<file path="config.mk">
export PLATFORM = sky130hd
export DESIGN_NAME = mcfe_merge
export DESIGN_NICKNAME = d
export VERILOG_FILES = /design/src/hdl/mcfe_pkg.sv /design/src/hdl/mcfe_merge.sv
export SDC_FILE = /design/constraint.sdc
export NUM_CORES = 1
export LEC_CHECK = 0
export BUFFER_PORTS_ARGS = -buffer_cell sky130_fd_sc_hd__clkbuf_2
export CAP_MARGIN = 20
export CORE_AREA = 8 8 98 100
export DETAILED_ROUTE_END_ITERATION = 7
export DIE_AREA = 0 0 106 108
export PLACE_DENSITY = 0.83
export SYNTH_ARGS = -nofsm -noshare
export SYNTH_HDL_FRONTEND = slang
export SYNTH_SLANG_ARGS = --single-unit
</file>
<file path="constraint.sdc">
create_clock -name clk_i -period 1.5 [get_ports clk_i]
set_clock_uncertainty 0.15 [all_clocks]
set_input_delay 0.15 -clock clk_i [delete_from_list [all_inputs] [get_ports clk_i]]
set_output_delay 0.15 -clock clk_i [all_outputs]
set_load 0.01 [all_outputs]
</file>
<file path="src/hdl/mcfe_pkg.sv">
`default_nettype none
package mcfe_pkg;

  localparam int NUM_LANES = 5;
  localparam int RAW_W     = 16;
  localparam int LIN_W     = 41;
  localparam int T_W       = 29;
  localparam int M_W       = 30;
  localparam int PROD_W    = T_W + M_W;

  typedef enum logic [1:0] {
    MODE_MOTION  = 2'd0,
    MODE_ENABLE  = 2'd1,
    MODE_DISABLE = 2'd2,
    MODE_ZERO    = 2'd3
  } mode_e;

  typedef enum logic [2:0] {
    LANE_TORQUE   = 3'd0,
    LANE_ANGLE    = 3'd1,
    LANE_VELOCITY = 3'd2,
    LANE_KP       = 3'd3,
    LANE_KD       = 3'd4
  } lane_e;

  localparam logic [4:0] TYPE_MOTION  = 5'd1;
  localparam logic [4:0] TYPE_ENABLE  = 5'd3;
  localparam logic [4:0] TYPE_DISABLE = 5'd4;
  localparam logic [4:0] TYPE_ZERO    = 5'd6;

  // divisor S per lane: value range spans S*65536 before scaling
  localparam longint TQ_S = 120;
  localparam longint AN_S = 2514;
  localparam longint VE_S = 40;
  localparam longint KP_S = 5000;
  localparam longint KD_S = 100;

  // reciprocal shifts: dividend width plus ceil(log2(S))
  localparam int TQ_K = T_W + 7;
  localparam int AN_K = T_W + 12;
  localparam int VE_K = T_W + 6;
  localparam int KP_K = T_W + 13;
  localparam int KD_K = T_W + 7;

  localparam logic [M_W-1:0] TQ_M = M_W'(((64'd1 << TQ_K) + TQ_S - 1) / TQ_S);
  localparam logic [M_W-1:0] AN_M = M_W'(((64'd1 << AN_K) + AN_S - 1) / AN_S);
  localparam logic [M_W-1:0] VE_M = M_W'(((64'd1 << VE_K) + VE_S - 1) / VE_S);
  localparam logic [M_W-1:0] KP_M = M_W'(((64'd1 << KP_K) + KP_S - 1) / KP_S);
  localparam logic [M_W-1:0] KD_M = M_W'(((64'd1 << KD_K) + KD_S - 1) / KD_S);

  typedef logic [RAW_W-1:0] raw_t;
  typedef raw_t [NUM_LANES-1:0] raw_vec_t;

  typedef struct packed {
    logic [6:0]     q;
    logic [27:0]    off;
    logic [T_W-1:0] hi;
    logic [M_W-1:0] m;
    logic [5:0]     k;
  } lane_cfg_t;

  typedef struct packed {
    logic s1;
    logic s2;
    logic s3;
    logic so;
  } stage_en_t;

  typedef struct packed {
    mode_e      mode;
    logic [7:0] addr;
    logic       cf;
  } side_t;

  function automatic lane_cfg_t lane_cfg(lane_e lane);
    lane_cfg_t c;
    c = '0;
    case (lane)
      LANE_TORQUE: begin
        c.q = 7'd1; c.off = 28'(TQ_S / 2 * 65536); c.hi = T_W'(TQ_S * 65536);
        c.m = TQ_M; c.k = 6'(TQ_K);
      end
      LANE_ANGLE: begin
        c.q = 7'd100; c.off = 28'(AN_S / 2 * 65536); c.hi = T_W'(AN_S * 65536);
        c.m = AN_M; c.k = 6'(AN_K);
      end
      LANE_VELOCITY: begin
        c.q = 7'd1; c.off = 28'(VE_S / 2 * 65536); c.hi = T_W'(VE_S * 65536);
        c.m = VE_M; c.k = 6'(VE_K);
      end
      LANE_KP: begin
        c.q = 7'd1; c.off = 28'd0; c.hi = T_W'(KP_S * 65536);
        c.m = KP_M; c.k = 6'(KP_K);
      end
      LANE_KD: begin
        c.q = 7'd1; c.off = 28'd0; c.hi = T_W'(KD_S * 65536);
        c.m = KD_M; c.k = 6'(KD_K);
      end
      default: c = '0;
    endcase
    return c;
  endfunction

endpackage
`default_nettype wire

</file>
<file path="src/hdl/mcfe_merge.sv">
`default_nettype none
module mcfe_merge import mcfe_pkg::*; (
  input  wire logic       clk_i,
  input  wire logic       en_i,
  input  wire side_t      side_i,
  input  wire raw_vec_t   raw_i,
  input  wire logic [7:0] host_addr_i,
  output logic [28:0]     frame_id_o,
  output logic [63:0]     frame_payload_o
);

  logic [28:0] id_d, id_q;
  logic [63:0] pay_d, pay_q;

  always_comb begin
    id_d  = {TYPE_ZERO, 8'd0, host_addr_i, side_i.addr};
    pay_d = {8'd1, 56'd0};
    case (side_i.mode)
      MODE_MOTION: begin
        id_d  = {TYPE_MOTION, raw_i[LANE_TORQUE], side_i.addr};
        pay_d = {raw_i[LANE_ANGLE], raw_i[LANE_VELOCITY], raw_i[LANE_KP], raw_i[LANE_KD]};
      end
      MODE_ENABLE: begin
        id_d  = {TYPE_ENABLE, 8'd0, host_addr_i, side_i.addr};
        pay_d = '0;
      end
      MODE_DISABLE: begin
        id_d  = {TYPE_DISABLE, 8'd0, host_addr_i, side_i.addr};
        pay_d = {7'd0, side_i.cf, 56'd0};
      end
      MODE_ZERO: begin
        id_d  = {TYPE_ZERO, 8'd0, host_addr_i, side_i.addr};
        pay_d = {8'd1, 56'd0};
      end
      default: begin
        id_d  = {TYPE_ZERO, 8'd0, host_addr_i, side_i.addr};
        pay_d = {8'd1, 56'd0};
      end
    endcase
  end

  always_ff @(posedge clk_i) begin
    if (en_i) begin
      id_q  <= id_d;
      pay_q <= pay_d;
    end
  end

  assign frame_id_o      = id_q;
  assign frame_payload_o = pay_q;

endmodule
`default_nettype wire

</file>
# Word level (Yosys, flattened, before mapping)
# Cells that the tools add are included.
# Widths: inputs -> output; s select.
# word_totals
regBits,93
input_bits,101
output_inout_bits,93
word_cells,8
# classes
n_eq_ne,3
mux,2
n_reduce_logical,1
# op_table
operator,n
$pmux 64 s4,1
$pmux 29 s4,1
$eq 2x2->1 const B,2
$eq 2x1->1 const B,1
$logic_not 2->1,1

# Logic depth before layout (Yosys ltp)
# logic_depth
depth_word,2
ltp_mapped,3
depth_no_buf,2

# Least setup slack after synthesis
# Ideal clock, no wire load.
# synth_timing
path_kind,input to register
start,input port side_i[9] (netlist name)
end,"register id_q[10], in the netlist frame_id_o[10], data pin"
setup_time_ps,260
arrival_ps,763
t_required_ps,1090
slack_ps,326
stages,3
n_path_buf,1
path_cell_list,nor2_4 buf_12 mux2_4
# synth_between
elab_chain_len,2
elab_cells_between_ends,5
classes_between,eq/ne (3); mux (1); reduce/logical (1)
# synth_lines
item,line,source
from (decl),mcfe_merge.sv:5,"input wire side_t side_i,"
"$eq 2x2->1, or another cell as far along",mcfe_merge.sv:18,case (side_i.mode)
$pmux 29 s4 *,mcfe_merge.sv:18,
named net id_d[10],mcfe_merge.sv:12,"logic [28:0] id_d, id_q;"
to (signal assigned),mcfe_merge.sv:44,id_q <= id_d;
to (decl),mcfe_merge.sv:12,
# The timed path passes the listed nets; every way through them passes the cells marked *. The select of a mux whose other input is x is not followed.
# A chain may end at the register's enable or synchronous reset.

# Final worst setup path
# layout_timing
start,"register pay_q[10], in the netlist frame_payload_o[10]"
end,output port frame_payload_o[10]
# layout_lines
item,line,source
from (decl),mcfe_merge.sv:13,"logic [63:0] pay_d, pay_q;"
from (signal assigned),mcfe_merge.sv:45,pay_q <= pay_d;
to (decl),mcfe_merge.sv:9,output logic [63:0] frame_payload_o
# No word-level cell between the ends.

==> flow_summary_export.csv <==
group,metric,value,unit
outcome,outcome,"completed",
timing,setup-tns-final,0,ns
min_path,hp-class,"in2reg",
pwr,power.leakage,2.50,nW
layout,regArea,0.00273,mm^2
layout,fin_area,0.00569,mm^2
clocking,cts_htree_levels,3,
setup_path,crit_fanout,1,
route,route.detailed.drc,0,
global_routing,antenna_found_initial,0,
placed_design,io_buffers,191,
global_routing,track_usage,16.8,%
floorplan,start_util,42.3,%
floorplan,io_pins,194,
setup_path,crit_chain,"clkbuf_2",
setup_path,worstPathBufferInverterCount,1,
timing,layout_min_cycle_time,1.19,ns
clocking,clk_path_buf_depth,2,
clocking,numCtsBuffers,9,
placed_design,pre_cts_ws,0.141,ns
yosys,yosysWarnings,0,
floorplan,die_width,106,um
timing,rsz0062_at_grt,"false",
placed_design,placed_area,0.00448,mm^2
pwr,powerDensity,1000,mW/mm^2
timing,setup_slack,0.312,ns
layout,areaGrowthSynthToFinish,66.8,%
layout,drive_gt1_share,45.6,%
placed_design,dp_hpwl,6.29,mm
setup_path,cpLargestDelayFamily,"flip-flops",
clocking,clk_pin_slew,0.09,ns
setup_path,cp.arrival,0.89,ns
setup_path,critical_path_class,"reg2out",
timing,hold_viol,0,
timing,fmax,0.842,GHz
floorplan,die_area,0.0114,mm^2
route,drt_wl_total,9.79,mm
yosys,netlist_instances,187,
yosys,synth.cell_area,0.00341,mm^2
layout,fillers,528,
timing,drv_slew,0,
yosys,synth.area.top_cells,"edfxtp_1 80%, and2_1 13%, mux2_4 3.5%",
clocking,cts_tree,"built",
setup_path,worstSetupEndpointType,"output pin",
global_routing,first_global_vias,2823,
yosys,synth.top_cell.area_share,80.2,%
job,drv_cap,0,
clocking,ctsRootBufferMaster,"clkbuf_8",
yosys,synth_edf_count,91,
setup_path,required,1.20,ns
global_routing,gr-total-overflow,0,
layout,final_cells,590,
setup_path,critPathMaxStageDelay,0.40,ns
global_routing,grt_max_degree,58,
placed_design,gp_congestion,0.718,
layout,layout.nets,581,
timing,period_share,79.2,%
yosys,synth.distinct_cells,13,
yosys,synth.avg_cell_area,18.2,um^2
route,vias_per_cell,4.37,
clocking,ctsResizeCount,0,
yosys,yosysSeqAreaShare,80.2,%
global_routing,grt_pass1_wl,15.0,mm
setup_path,crit_path_top_delay_cell,"edfxtp_1",
layout,multiInputGateArea,598,um^2
placed_design,placedCellCount,476,
floorplan,dieHeight,108,um
clocking,clock-sinks,91,
route,vias,2580,
yosys,ys_top_cells_by_count,"91 x edfxtp_1, 69 x and2_1, 8 x mux2_4",
yosys,async_flop_share,0,%
floorplan,row_count,33,
setup_path,start_kind,"flop",
route,drt_first_pass_iters,4,
route,drtIter0Drc,102,
layout,n_antenna_cell,0,
yosys,synth_most_common_cell,"edfxtp_1",
route,routedWlPerCell,16.6,um
timing,finalSetupViolations,0,
yosys,yosysTopAreaCell,"edfxtp_1",
yosys,ys.flop_type,"edfxtp_1",
floorplan,core_area,0.00805,mm^2
pwr,vdd_drop_max,0.576,mV
yosys,ys_ff_latch,91,
route,final_antenna_net_count,0,
layout make-up:
cell class | instances | share of cell area [%]
Clock buffer | 10 | 2.24
Clock inverter | 6 | 1.72
Inverter | 1 | 0.0660
Multi-Input combinational cell | 84 | 10.5
Sequential cell | 91 | 48.1
Tap cell | 105 | 2.31
Timing Repair Buffer | 293 | 35.1
layout by cell type, fill, tap and decap left out, types with 2 or more instances in the layout:
cell	synthesis	routed
clkinv_4	0	2
mux2_4	8	8
buf_12	1	2
dlygate4sd3_1	0	98
and2_2	2	2
buf_4	2	3
clkbuf_8	0	9
and2_1	69	69
clkbuf_2	7	190
bufinv_16	0	2
edfxtp_1	91	91
conb_1	1	2
per-stage QoR:
step	utilization [%]	power [mW]	hold WS (ns)
after floorplan	-	3.33	0.0989
after global placement	55.6	3.70	0.177
after detailed placement	55.6	3.72	0.179
after CTS	70.6	5.75	0.0133
after global routing	70.6	5.92	0.0414
final	70.6	5.69	0.0526
what timing repair did:
| action | in CTS | in global routing |
|---|---|---|
| hold endpoints to repair | 91 | 0 |
| buffers inserted | 0 | 0 |
| hold buffers | 98 | 0 |
logic make-up after synthesis:
logic type | Yosys count | share of synthesized area [%]
buffers and inverters | 13 | 2.39
other | 1 | 0.110
muxes | 8 | 3.52
and+or+nand+nor | 73 | 13.5
AOI/OAI and AO/OA | 1 | 0.257
DFF | 91 | 80.2
per-layer routing:
| metal | part of all wire, % | GRT usage, % | wire length, um |
|---|---|---|---|
| met5 | 0 | 0 | 0 |
| met4 | 1.8 | 6.03 | 172 |
| met3 | 10 | 7.38 | 1020 |
| met2 | 53 | 30.3 | 5230 |
| met1 | 34 | 17.0 | 3360 |
path summary, 6_finish.rpt:
check,start,endpoint,cells after the start
worst min-delay path,side_i[0],frame_payload_o[56]$_DFFE_PP_,3
worst max-delay path,frame_payload_o[10]$_DFFE_PP_,frame_payload_o[10],1
registers in the layout (all words and copies together), names as in the netlist:
name / count
frame_payload_o: 64
frame_id_o: 27
power breakdown:
| part | total, mW | internal (mW) | switching [mW] |
|---|---|---|---|
| Combinational | 0.814 | 0.451 | 0.363 |
| Sequential | 3.06 | 3.00 | 0.0545 |
| Clock | 1.82 | 0.963 | 0.856 |
| Total | 5.69 | 4.42 | 1.27 |
No activity file was read; power rests on OpenSTA's default activity.
