--- config.mk ---
export PLATFORM = sky130hd
export DESIGN_NAME = mcfe_lane
export DESIGN_NICKNAME = d
export VERILOG_FILES = /design/src/hdl/mcfe_pkg.sv /design/src/hdl/mcfe_lane.sv
export SDC_FILE = /design/constraint.sdc
export NUM_CORES = 2
export LEC_CHECK = 0
export ABC_CLOCK_PERIOD_IN_PS = 9600
export BUFFER_PORTS_ARGS = -buffer_cell sky130_fd_sc_hd__buf_2
export CAP_MARGIN = 20
export CORE_UTILIZATION = 45
export CTS_BUF_LIST = sky130_fd_sc_hd__clkbuf_16
export CTS_CLUSTER_DIAMETER = 100
export CTS_CLUSTER_SIZE = 30
export DETAILED_ROUTE_END_ITERATION = 10
export SLEW_MARGIN = 20
export SYNTH_ARGS = -nofsm -noshare
export SYNTH_HDL_FRONTEND = slang
export SYNTH_SLANG_ARGS = --single-unit
--- constraint.sdc ---
create_clock -name clk_i -period 9.6 [get_ports clk_i]
set_input_delay 0.96 -clock clk_i [delete_from_list [all_inputs] [get_ports clk_i]]
set_output_delay 0.96 -clock clk_i [all_outputs]
set_load 0.005 [all_outputs]
--- src/hdl/mcfe_pkg.sv ---
`default_nettype none
package mcfe_pkg;

  localparam int NUM_LANES = 5;
  localparam int RAW_W     = 16;
  localparam int LIN_W     = 41;
  localparam int T_W       = 29;
  localparam int M_W       = 30;
  localparam int PROD_W    = T_W + M_W;

  typedef enum logic [1:0] {
    MODE_MOTION  = 2'd0,
    MODE_ENABLE  = 2'd1,
    MODE_DISABLE = 2'd2,
    MODE_ZERO    = 2'd3
  } mode_e;

  typedef enum logic [2:0] {
    LANE_TORQUE   = 3'd0,
    LANE_ANGLE    = 3'd1,
    LANE_VELOCITY = 3'd2,
    LANE_KP       = 3'd3,
    LANE_KD       = 3'd4
  } lane_e;

  localparam logic [4:0] TYPE_MOTION  = 5'd1;
  localparam logic [4:0] TYPE_ENABLE  = 5'd3;
  localparam logic [4:0] TYPE_DISABLE = 5'd4;
  localparam logic [4:0] TYPE_ZERO    = 5'd6;

  // divisor S per lane: value range spans S*65536 before scaling
  localparam longint TQ_S = 120;
  localparam longint AN_S = 2514;
  localparam longint VE_S = 40;
  localparam longint KP_S = 5000;
  localparam longint KD_S = 100;

  // reciprocal shifts: dividend width plus ceil(log2(S))
  localparam int TQ_K = T_W + 7;
  localparam int AN_K = T_W + 12;
  localparam int VE_K = T_W + 6;
  localparam int KP_K = T_W + 13;
  localparam int KD_K = T_W + 7;

  localparam logic [M_W-1:0] TQ_M = M_W'(((64'd1 << TQ_K) + TQ_S - 1) / TQ_S);
  localparam logic [M_W-1:0] AN_M = M_W'(((64'd1 << AN_K) + AN_S - 1) / AN_S);
  localparam logic [M_W-1:0] VE_M = M_W'(((64'd1 << VE_K) + VE_S - 1) / VE_S);
  localparam logic [M_W-1:0] KP_M = M_W'(((64'd1 << KP_K) + KP_S - 1) / KP_S);
  localparam logic [M_W-1:0] KD_M = M_W'(((64'd1 << KD_K) + KD_S - 1) / KD_S);

  typedef logic [RAW_W-1:0] raw_t;
  typedef raw_t [NUM_LANES-1:0] raw_vec_t;

  typedef struct packed {
    logic [6:0]     q;
    logic [27:0]    off;
    logic [T_W-1:0] hi;
    logic [M_W-1:0] m;
    logic [5:0]     k;
  } lane_cfg_t;

  typedef struct packed {
    logic s1;
    logic s2;
    logic s3;
    logic so;
  } stage_en_t;

  typedef struct packed {
    mode_e      mode;
    logic [7:0] addr;
    logic       cf;
  } side_t;

  function automatic lane_cfg_t lane_cfg(lane_e lane);
    lane_cfg_t c;
    c = '0;
    case (lane)
      LANE_TORQUE: begin
        c.q = 7'd1; c.off = 28'(TQ_S / 2 * 65536); c.hi = T_W'(TQ_S * 65536);
        c.m = TQ_M; c.k = 6'(TQ_K);
      end
      LANE_ANGLE: begin
        c.q = 7'd100; c.off = 28'(AN_S / 2 * 65536); c.hi = T_W'(AN_S * 65536);
        c.m = AN_M; c.k = 6'(AN_K);
      end
      LANE_VELOCITY: begin
        c.q = 7'd1; c.off = 28'(VE_S / 2 * 65536); c.hi = T_W'(VE_S * 65536);
        c.m = VE_M; c.k = 6'(VE_K);
      end
      LANE_KP: begin
        c.q = 7'd1; c.off = 28'd0; c.hi = T_W'(KP_S * 65536);
        c.m = KP_M; c.k = 6'(KP_K);
      end
      LANE_KD: begin
        c.q = 7'd1; c.off = 28'd0; c.hi = T_W'(KD_S * 65536);
        c.m = KD_M; c.k = 6'(KD_K);
      end
      default: c = '0;
    endcase
    return c;
  endfunction

endpackage
`default_nettype wire

--- src/hdl/mcfe_lane.sv ---
`default_nettype none
module mcfe_lane import mcfe_pkg::*; (
  input  wire logic             clk_i,
  input  wire lane_e            lane_i,
  input  wire stage_en_t        en_i,
  input  wire logic signed [31:0] x_i,
  output logic [RAW_W-1:0]      raw_o
);

  lane_cfg_t cfg;
  assign cfg = lane_cfg(lane_i);

  logic signed [LIN_W-1:0] lin_d, lin_q;
  logic [T_W-1:0]          t;
  logic [T_W:0]            t_up;
  logic [T_W-1:0]          u_d, u_q;
  logic [PROD_W-1:0]       prod;
  logic [RAW_W-1:0]        raw_d, raw_q;

  // x*Q + P*65536
  assign lin_d = LIN_W'(x_i) * $signed({34'd0, cfg.q}) + $signed({13'd0, cfg.off});

  // clamp, then floor(t*65535/65536) = t - ceil(t/65536)
  always_comb begin
    if (lin_q[LIN_W-1]) begin
      t = '0;
    end else if (lin_q > $signed({12'd0, cfg.hi})) begin
      t = cfg.hi;
    end else begin
      t = lin_q[T_W-1:0];
    end
    t_up = {1'b0, t} + (T_W+1)'(65535);
    u_d  = t - T_W'(t_up >> 16);
  end

  // exact floor(u/S) by reciprocal
  assign prod  = {{M_W{1'b0}}, u_q} * {{T_W{1'b0}}, cfg.m};
  assign raw_d = RAW_W'(prod >> cfg.k);

  always_ff @(posedge clk_i) begin
    if (en_i.s1) begin
      lin_q <= lin_d;
    end
    if (en_i.s2) begin
      u_q <= u_d;
    end
    if (en_i.s3) begin
      raw_q <= raw_d;
    end
  end

  assign raw_o = raw_q;

endmodule
`default_nettype wire

# Yosys cells after proc, flatten, opt, wreduce, memory -nomap -nowiden
# Index checks and enable logic that the tools add are counted.
# Widths: inputs -> output; s select.
# totals
regBits	86
wordCells	18
# op_classes
n_addsub	3
mul	2
n_lt_le_gt_ge	1
eq_ne	4
n_shift	1
muxes	3
n_reduce_logical	1
# ops
cell	n
$pmux 100 s5	1
$mul 29x30->59	1
$shr 59x6->16	1
$mux 29	2
$add 40x29->41	1
$gt 41x30->1	1
$mul 32x8->40	1
$add 29x16->30 const B	1
$sub 29x14->29	1
$eq 3x2->1 const B	2
$eq 3x1->1 const B	1
$eq 3x3->1 const B	1
$logic_not 3->1	1

# Depth between registers and ports, before layout
# logic_depth
word_depth	7
depth_mapped	37
ltp_nobuf	33

# Worst setup path after synthesis
# Ideal clock, no wire load.
# synth_path
kind	in2reg
startpoint	input port lane_i[0]
endpoint	register raw_q[5], in the netlist raw_o[5], data pin
t_arrival_ps	9379
t_required_ps	9341
path_slack_ps	-38
cell_stages	35
path_buffers	4
cell_sequence	clkbuf_1 -> inv_1 -> clkbuf_1 -> nand2_1 -> nand2_1 -> clkbuf_1 -> nand2_1 -> inv_1 -> nand2_1 -> fa_1 -> inv_1 -> fa_1 -> inv_1 -> fa_1 -> fa_1 -> inv_1 -> fa_1 -> fa_1 -> fa_1 -> inv_1 -> fa_1 -> inv_1 -> ha_1 -> clkbuf_1 -> nand4_1 -> nor4_1 -> nand2_1 -> nand3_1 -> a31oi_1 -> o21bai_1 -> a21boi_0 -> nand2b_1 -> a221oi_1 -> a21oi_1 -> a211o_1
# synth_between
elab_chain_len	4
word_cells_on_any_way	8
# synth_rtl
element	line	rtl
start, declared	mcfe_lane.sv:4	input wire lane_e lane_i,
$eq 3x3->1, or another cell as far along	mcfe_pkg.sv:78	case (lane)
$pmux 100 s5 *	mcfe_pkg.sv:78	
$mul 29x30->59	mcfe_lane.sv:37	assign prod = {{M_W{1'b0}}, u_q} * {{T_W{1'b0}}, cfg.m};
$shr 59x6->16 *	mcfe_lane.sv:38	assign raw_d = RAW_W'(prod >> cfg.k);
via raw_d[5]	mcfe_lane.sv:18	logic [RAW_W-1:0] raw_d, raw_q;
end signal, assigned	mcfe_lane.sv:48	raw_q <= raw_d;
end, declared	mcfe_lane.sv:18	
# The timed path passes the listed nets; every way through them passes the cells marked *.
# A chain may end at the register's enable or synchronous reset.

# Final worst setup path
# layout_path
startpoint	input port lane_i[1]
endpoint	register raw_q[9], in the netlist raw_o[9], data pin
# Same word-level chain as after synthesis.

==> out/metrics.cfg <==
[cts]
htreeDepth=3
cts-resized-gates=0
cts_sinks=86
cts.clk_slew.worst_paths_ns=0.07
cts_tree=done
cts_root_buf=clkbuf_16
clock_latency_ns=0.36
cts-hold-fix-buffers=0
cts_made_buffers=9
postCtsSetupRepairBufs=0
cts_buffer_depth=2

[synth]
synth-seq-cells=86
synth-xor-area-share=0.0257
syn_area_mm2=0.0362
yosysSeqAreaShare=0.0714
synth-simple-area-share=0.121
synth-adder-area-share=0.584
synthCells=3960
synth_top_family_by_area=adder cells
synth_top_flop_cell=edfxtp_1
syn_nets=5214
ys_warn_count=0
synthMuxAreaShare=0.00256
synth_cell_type_count=78
postSynth.asyncResetShare=0
syn_avg_cell_area_um2=9.13
synth-compound-area-share=0.0723
synth_enable_flop_cells=86

[place]
io_buffers=54
dp_hpwl_um=111000
gp_congestion=1.04

[worst_setup_path]
path_common_cell=fa_1
end_kind=flop
crit_fanout=4
crit_family=adder cells
critPathSlowestCell=fa_1
cp-start-kind=input pin
critPathMaxStageDelay_ns=0.56
required_ns=9.77
crit_type=in -> reg
critical_path_buf_inv_count=12
worstPathArrival_ns=9.47

[hold_path]
hp-class=reg -> reg

[sta]
drv_slew=0
whs_ns=0.724
max_slew.worst_pin.slew_ns=0.973
hold_violations=0
setup_viol=0
fin_crit_sh=0.968
fin_skew_ns=0.00872
timing.fmax_ghz=0.108
finalCriticalPeriod_ns=9.30
max-slew-margin-rel=0.338

[route]
ant_nets=0
drtPass1Iterations=6
vias=28500
drt_iter0_markers=2350
post_drt_wl_per_cell_um=22.9
wl_um=124000
drcViolationCount=0
avgViaCountPerCell=5.28

[die]
die_h_um=285
num_rows=103
core_region_area_mm2=0.0793
initial_core_util=0.456
die_area_mm2=0.0815
io_pins=56
die_x_um=285

[status]
status=finished, final reports clean

[global_routing]
grt_use_total=0.317
grt_pass1_vias=30900
antenna_found_initial=2
grt_pass1_wl_um=189000
grt_max_degree=42
grt-ovfl-total=0

[job]
maxCapViolCount=0

[final_layout]
fillers=7571
final_nets=5596
final_common_cell=inv_1
drive_above_1_share=0.127
layout_common_cells=inv_1, fa_1, ha_1, buf_4, nand2_1
syn_to_final_growth_pct=13.9

-- cell type report --
cell class	count	area, um2	area share
flip-flops and latches	86	2580	0.0627
clock buffers	9	225	0.00547
inverters	1069	4020	0.0975
multi-input cells	2690	29200	0.709
repair buffers	486	3700	0.0898
clock inverters	7	128	0.00310
diodes	1	2.50	0.0000608
well taps	1050	1310	0.0319
-- per-stage QoR --
| stage | util | setup TNS, ns | std cells | instance area, um2 | worst slack [ns] |
|---|---|---|---|---|---|
| floorplan | - | 0 | 3960 | 36200 | 0.0815 |
| global placement | 0.514 | -0.358 | 5381 | 40800 | -0.117 |
| detailed placement | 0.514 | -0.405 | 5381 | 40800 | -0.132 |
| CTS | 0.519 | 0 | 5397 | 41100 | 0.216 |
| global route | 0.520 | -0.0683 | 5397 | 41200 | -0.0462 |
| finish | 0.520 | 0 | 5398 | 41200 | 0.304 |
-- registers in the layout, indices dropped and copies added, names as in the netlist --
register  flops
lin_q        41
raw_o        16
u_q          29
-- cells by family after synthesis --
kind of cell               count (synthesis)
adders and majority gates               1214
xor gates and xnor gates                 106
muxes                                      9
AOI/OAI and AO/OA                        409
DFF                                       86
and+or+nand+nor                          952
buffers and inverters                   1184
-- layer usage --
metal,vias to the layer above,track usage,part of all wire
li1,12900,-,-
met1,14300,0.415,0.40
met4,2,0.114,0.042
met5,-,0,0.00010
met3,203,0.0547,0.083
met2,1128,0.527,0.47
-- cell usage after synthesis, types with 4 or more instances --
cell,n,area [um2]
a221oi_1,7,61.3
nor4_1,12,75.1
nand4_1,26,163
o221ai_1,4,35.0
nand2b_1,10,62.6
nor3_1,33,165
o41ai_1,8,70.1
or2_2,9,56.3
inv_1,1066,4000
nor2b_1,7,43.8
o211ai_1,13,97.6
xor2_1,38,333
clkbuf_1,100,375
a211oi_1,13,97.6
a21oi_1,124,621
buf_1,8,30.0
fa_1,789,15800
o22ai_1,13,81.3
o21ai_1,9,45.0
nand2_1,400,1500
mux2i_1,7,70.1
xnor2_1,68,596
a31oi_1,13,81.3
and3_1,52,325
a21o_1,52,390
o21a_1,11,82.6
a211o_1,5,43.8
o2111ai_1,4,35.0
o21bai_1,15,113
and2_1,91,569
or4_1,4,30.0
o21ai_0,80,400
edfxtp_1,86,2580
nor2_1,226,848
or3_1,4,25.0
nand3_1,54,270
o31ai_1,4,30.0
ha_1,425,5320
-- worst register-to-register path: stages, from the launching register on --
cell and delay [ns]:
edfxtp_1 0.65, and3_1 0.33, nor2_1 0.37, fa_1 0.51, fa_1 0.53, inv_1 0.07
fa_1 0.48, fa_1 0.69, fa_1 0.53, fa_1 0.53, fa_1 0.46, fa_1 0.49
ha_2 0.41, o21ai_0 0.10, o21ai_0 0.18, nor4b_1 0.43, o31ai_1 0.14, o211ai_1 0.13
a21oi_1 0.15, o31ai_2 0.26, xor2_1 0.29, a221oi_1 0.14, buf_4 0.15, buf_4 0.14
a221oi_1 0.29, o211a_1 0.18
-- worst paths after layout --
check	from	endpoint	slack (ns)	depth (start not counted)
setup / recovery	lane_i[1]	raw_o[9]$_DFFE_PP_	0.30	34
hold / removal	lin_q[17]$_DFFE_PP_	u_q[17]$_DFFE_PP_	0.72	2
setup reg to reg	u_q[18]$_DFFE_PP_	raw_o[13]$_DFFE_PP_	0.85	25
hold reg to reg	lin_q[17]$_DFFE_PP_	u_q[17]$_DFFE_PP_	0.72	2
Power is left out: the tool's default activity adds up to more than one toggle a clock period on the data nets, which glitch-free logic cannot reach.
